File: config.mk
export PLATFORM = sky130hd
export DESIGN_NAME = psd_div
export DESIGN_NICKNAME = d
export VERILOG_FILES = /design/src/hdl/psd_div.sv
export SDC_FILE = /design/constraint.sdc
export NUM_CORES = 2
export LEC_CHECK = 0
export BUFFER_PORTS_ARGS = -buffer_cell sky130_fd_sc_hd__buf_2
export CORE_UTILIZATION = 40
export CTS_CLUSTER_DIAMETER = 200
export CTS_CLUSTER_SIZE = 16
export DETAILED_ROUTE_END_ITERATION = 10
export PLACE_DENSITY = 0.57
export SLEW_MARGIN = 20
export SYNTH_ARGS = -nofsm -noshare
export SYNTH_HDL_FRONTEND = slang
export SYNTH_SLANG_ARGS = --single-unit
File: constraint.sdc
create_clock -name clk -period 5.4 [get_ports clk]
set_input_delay 0.54 -clock clk [delete_from_list [all_inputs] [get_ports clk]]
set_output_delay 0.54 -clock clk [all_outputs]
set_load 0.02 [all_outputs]
File: src/hdl/psd_div.sv
// Restoring divider, one quotient bit per stage. Needs num < den * 2^Q_W.
module psd_div #(
    parameter int NUM_W = 57,
    parameter int DEN_W = 32,
    parameter int Q_W   = 31
) (
    input  logic             clk,
    input  logic             en,
    input  logic [NUM_W-1:0] num,
    input  logic [DEN_W-1:0] den,
    output logic [Q_W-1:0]   quo
);

    logic [DEN_W-1:0] rem_reg [Q_W];
    logic [Q_W-1:0]   low_reg [Q_W];
    logic [Q_W-1:0]   q_reg   [Q_W];
    logic [DEN_W-1:0] den_reg [Q_W];

    for (genvar i = 0; i < Q_W; i++)
    begin : g_stage
        logic [DEN_W-1:0] rem_in;
        logic [Q_W-1:0]   low_in;
        logic [Q_W-1:0]   q_in;
        logic [DEN_W-1:0] den_in;
        logic [DEN_W:0]   trial;
        logic [DEN_W:0]   diff;
        logic             ge;
        logic [DEN_W-1:0] rem_next;

        if (i == 0)
        begin : g_first
            assign rem_in = DEN_W'(num[NUM_W-1:Q_W]);
            assign low_in = num[Q_W-1:0];
            assign q_in   = '0;
            assign den_in = den;
        end
        else
        begin : g_rest
            assign rem_in = rem_reg[i-1];
            assign low_in = low_reg[i-1];
            assign q_in   = q_reg[i-1];
            assign den_in = den_reg[i-1];
        end

        assign trial    = {rem_in, low_in[Q_W-1]};
        assign diff     = trial - {1'b0, den_in};
        assign ge       = trial >= {1'b0, den_in};
        assign rem_next = ge ? diff[DEN_W-1:0] : trial[DEN_W-1:0];

        always_ff @(posedge clk)
        begin
            if (en)
            begin
                rem_reg[i] <= rem_next;
                low_reg[i] <= {low_in[Q_W-2:0], 1'b0};
                q_reg[i]   <= {q_in[Q_W-2:0], ge};
                den_reg[i] <= den_in;
            end
        end
    end

    assign quo = q_reg[Q_W-1];

endmodule

After elaboration in Yosys (flattened, before gate mapping). Memory sizes are Yosys's and may differ from the RTL's. Cells that the tools add are included.

Bits of input ports: 91. Memories: 4. Word-level logic and storage cells: 99. Memory bits (writable): 3875. Register bits after elaboration: 0. Output and inout port bits: 31.

$add $sub $neg: 31. Order comparisons: 31. Multiplexer cells: 33.

Memories: den_reg (words 31, width 32, rd ports 30, clocked after memory_dff 0, write ports 31, line 17) `logic [DEN_W-1:0] den_reg [Q_W];`; rem_reg (words 31, width 32, rd ports 30, clocked after memory_dff 0, write ports 31, line 14) `logic [DEN_W-1:0] rem_reg [Q_W];`; q_reg (words 31, width 31, rd ports 31, clocked after memory_dff 0, write ports 31, line 16) `logic [Q_W-1:0] q_reg [Q_W];`; low_reg (words 31, width 30, rd ports 30, clocked after memory_dff 0, write ports 31, line 15) `logic [Q_W-1:0] low_reg [Q_W];`.

Operators with widths (number): 32-bit 2-to-1 mux (31); 33-bit by 32-bit >= comparator with 1-bit output (30); 32-bit subtractor (30); 27-bit by 32-bit >= comparator with 1-bit output (1); 27-bit by 32-bit subtractor with 32-bit output (1); 1-bit 2-to-1 mux (2).

Longest topological paths before layout. An unclocked memory read counts as a cell.

Word-level depth: 3. Gate-level depth with buffers: 15. Depth with buffers taken out: 14.

Least setup slack after synthesis. Ideal clock, no wire load.

Path type: reg-to-reg. Start point: memory den_reg[16][1] (netlist: den_reg[1][1]). End point: memory rem_reg[17][4] (netlist: rem_reg[1][36]) (data pin). Buffers on the path: 2. Data arrival time: 3.479 ns. Required time: 5.140 ns. Stages on the path, launching flop included: 16. Clock period less this slack: 3.739 ns. Setup slack: 1.661 ns. Library setup time: 0.260 ns. Cell sequence: edfxtp_1 -> inv_1 -> ha_1 -> nor2b_1 -> o31a_1 -> o31a_1 -> a221oi_2 -> o21ai_1 -> a211oi_2 -> o21ai_2 -> a221oi_4 -> nand4b_1 -> a311o_1 -> buf_2 -> buf_6 -> mux2_4.

RTL lines (line): from (decl) (17); to (decl) (14).

==> flow_summary.json <==
{
  "synth_top_cells_by_count": "2881 x edfxtp_1, 1234 x inv_1, 993 x a21oi_1",
  "tightest_slew_ns": 1.146,
  "outcome": "finished clean",
  "syn_nets": 13500,
  "yosysSeqAreaShare_pct": 58.07,
  "dieHeight_microns": 612.3,
  "nNetsFinal": 13750,
  "p_switching_mw": 34.33,
  "wire_per_inst_microns": 18.90,
  "hpwl_mm": 251.4,
  "power.density_mw_per_mm2": 565.7,
  "drc": 0,
  "finalCritPeriodShare_pct": 87.05,
  "peakVddDrop_mv": 0.3162,
  "seq_power_share_pct": 38.8,
  "place_area_sq_mm": 0.1561,
  "grt_overflow": 0,
  "vias": 91840,
  "synth-edff-count": 2881,
  "clkTransAtPathRegs_ns": 0.07,
  "multi_input_area_sq_mm": 0.05687,
  "required_ns": 5.99,
  "syn_area_sq_mm": 0.1490,
  "antenna_left": 0,
  "grt_max_degree": 161,
  "slowest_delay_ns": 0.59,
  "num_io_pins": 122,
  "cp_common_cell": "o21ai_0",
  "nFillCells": 34060,
  "ys.flop_type": "edfxtp_1",
  "crit_buf_inv": 3,
  "cp-start-kind": "flip-flop",
  "finalSetupTns_ns": 0,
  "drive_gt1_share_pct": 7.444,
  "leakagePower_nw": 64.85,
  "finalHoldViolCount": 0,
  "clock_latency_ns": 0.94,
  "crit_slowest_cell": "a211oi_1",
  "period_minus_slack_ns": 4.701,
  "antenna_found_initial": 3,
  "crit_family": "compound AO/OA/AOI/OAI gates",
  "cts_buffers": 202,
  "crit_path_cell_trace": "inv_1 -> ha_1 -> nor2b_1 -> o21ai_0 -> a21boi_0 -> o31ai_1 -> a21oi_1 -> a211oi_1 -> o21ai_0 -> a21oi_1 -> o21a_1 -> buf_4 -> buf_4 -> o21ai_0",
  "gp_congestion": 0.8732,
  "drt-pass1-iter-count": 6,
  "synth_top_area_share_pct": 58.07,
  "grt_pass1_vias": 89190,
  "max_cap_viol_count": 0,
  "seqCellArea_sq_mm": 0.08651,
  "via_per_inst": 5.216,
  "drt_iter0_markers": 6058,
  "max_freq_mhz": 212.7,
  "rows": 223,
  "port_buffers": 121,
  "critPathMaxFanout": 31,
  "coreArea_sq_mm": 0.3697,
  "final_util_pct": 43.91,
  "post_cts_buffers": 0,
  "cts_root_buf": "clkbuf_16",
  "rsz0062_at_grt": "false",
  "min_path_type": "input pin to flip-flop",
  "internal_power_mw": 57.51,
  "crit_arrival_ns": 5.30,
  "yosys-top-cells-area": "edfxtp_1 58%, ha_1 8.3%, a21oi_1 3.3%, inv_1 3.1%, xnor2_1 2.9%",
  "synth-seq-cells": 2881,
  "netlist_instances": 12400,
  "clock-sinks": 2881,
  "p_clk_share_pct": 15.5,
  "yosysMostFrequentCell": "edfxtp_1",
  "drv_slew": 0,
  "endpoint_kind": "flip-flop",
  "die_w_microns": 612.3,
  "area_growth_pct": 8.979,
  "setup_viol": 0,
  "combPwrFrac_pct": 45.7,
  "holdPathStages": 1,
  "maxSlewHeadroom_pct": 21.65,
  "fp.dieArea_sq_mm": 0.3749,
  "synth_cell_type_count": 86,
  "path_depth": 14,
  "wirelength_mm": 332.8,
  "postLayoutCellArea_sq_mm": 0.1623,
  "initial_core_util_pct": 40.30,
  "rr_worst_depth": 14,
  "ys_warn_count": 0,
  "clockBufferDepth": 4,
  "grt_use_total_pct": 17.32,
  "p_sw_share_pct": 37.38,
  "synth-async-reset-ratio_pct": 0,
  "htreeDepth": 4,
  "cts_tree": "yes",
  "crit_type": "flip-flop to flip-flop",
  "grt_pass1_wl_mm": 512.2,
  "syn_area_per_cell_sq_um": 12.02,
  "synth.largest_area_cell": "edfxtp_1",
  "finalClockSkew_ns": 0.08597
}
-- power by group through the flow --
| stage | clock network (mW) | logic [mW] | registers (mW) |
|---|---|---|---|
| 6_report | 14.2 | 42.0 | 35.7 |
| 5_1_grt | 15.5 | 46.7 | 36.1 |
| 4_1_cts | 14.9 | 41.9 | 35.8 |
| 3_5_place_dp | 0 | 41.6 | 36.3 |
| 3_3_place_gp | 0 | 41.4 | 36.3 |
| 2_1_floorplan | 0 | 32.5 | 34.1 |
-- final timing paths --
| check | start | endpoint | slack, ns |
|---|---|---|---|
| worst max-delay path | den_reg[0][225] | rem_reg[0][261] | 0.70 |
| worst min register to register | q_reg[1][198] | q_reg[1][230] | 0.38 |
| worst min-delay path | en | rem_reg[0][4] | 0.11 |
| worst max register to register | den_reg[0][225] | rem_reg[0][261] | 0.70 |
-- layout make-up --
type	instances	area share [%]
clock buffer	205	3.160
antenna	2	0.003083
tap	4950	3.815
clock inverter	11	0.1518
timing repair buffer	336	1.699
multi-input combinational	7988	35.03
inverter	1234	2.853
sequential	2881	53.29
-- cells by family after synthesis --
group,count (synthesis),share of synthesized area (%)
AOI/OAI and AO/OA,3154,13.21
DFF,2881,58.07
and+or+nand+nor,2584,8.152
buffers and inverters,1527,3.883
adders and majority gates,1017,8.693
xor gates and xnor gates,815,4.792
muxes,418,3.200
-- metrics by stage --
stage / total power, mW / std cells / worst slack [ns] / hold slack (ns)
3_3_place_gp: 77.75 / 17300 / 0.7605 / 0.4002
2_1_floorplan: 66.57 / 12400 / 1.661 / 0.4003
3_5_place_dp: 77.89 / 17300 / 0.7729 / 0.4045
4_1_cts: 92.63 / 17600 / 0.7501 / 0.08443
6_report: 91.84 / 17610 / 0.6994 / 0.1062
5_1_grt: 98.32 / 17610 / 0.4264 / 0.1129
-- timing repair --
| action | in CTS | in global routing |
|---|---|---|
| hold buffers | 89 | 0 |
| gates resized for setup | 0 | 0 |
| endpoints found under the hold margin | 92 | 0 |
-- placed cells by master (no fill, tap or decap), types with 105 or more instances in the layout --
cell	instances
a21o_1	546
a21oi_1	991
buf_2	120
clkbuf_16	205
edfxtp_1	2881
ha_1	987
inv_1	1234
mux2_2	358
nand2_1	843
nand2b_1	132
nand3_1	203
nand4_1	156
nor2_1	650
nor2b_1	161
nor3_1	125
o21a_1	109
o21ai_0	766
o21bai_1	105
xnor2_1	494
xor2_1	321
-- layer usage --
| metal | share of wire [%] | up-vias | GRT usage [%] | wire length, microns |
|---|---|---|---|---|
| met2 | 52 | 1435 | 32.09 | 171400 |
| met5 | 0 | - | 0 | 0 |
| met1 | 43 | 44120 | 21.23 | 141900 |
| met3 | 2.9 | 429 | 1.566 | 9523 |
| met4 | 3.0 | 0 | 5.131 | 9936 |
| li1 | - | 45850 | - | - |
(Power assumes the default switching activity.)
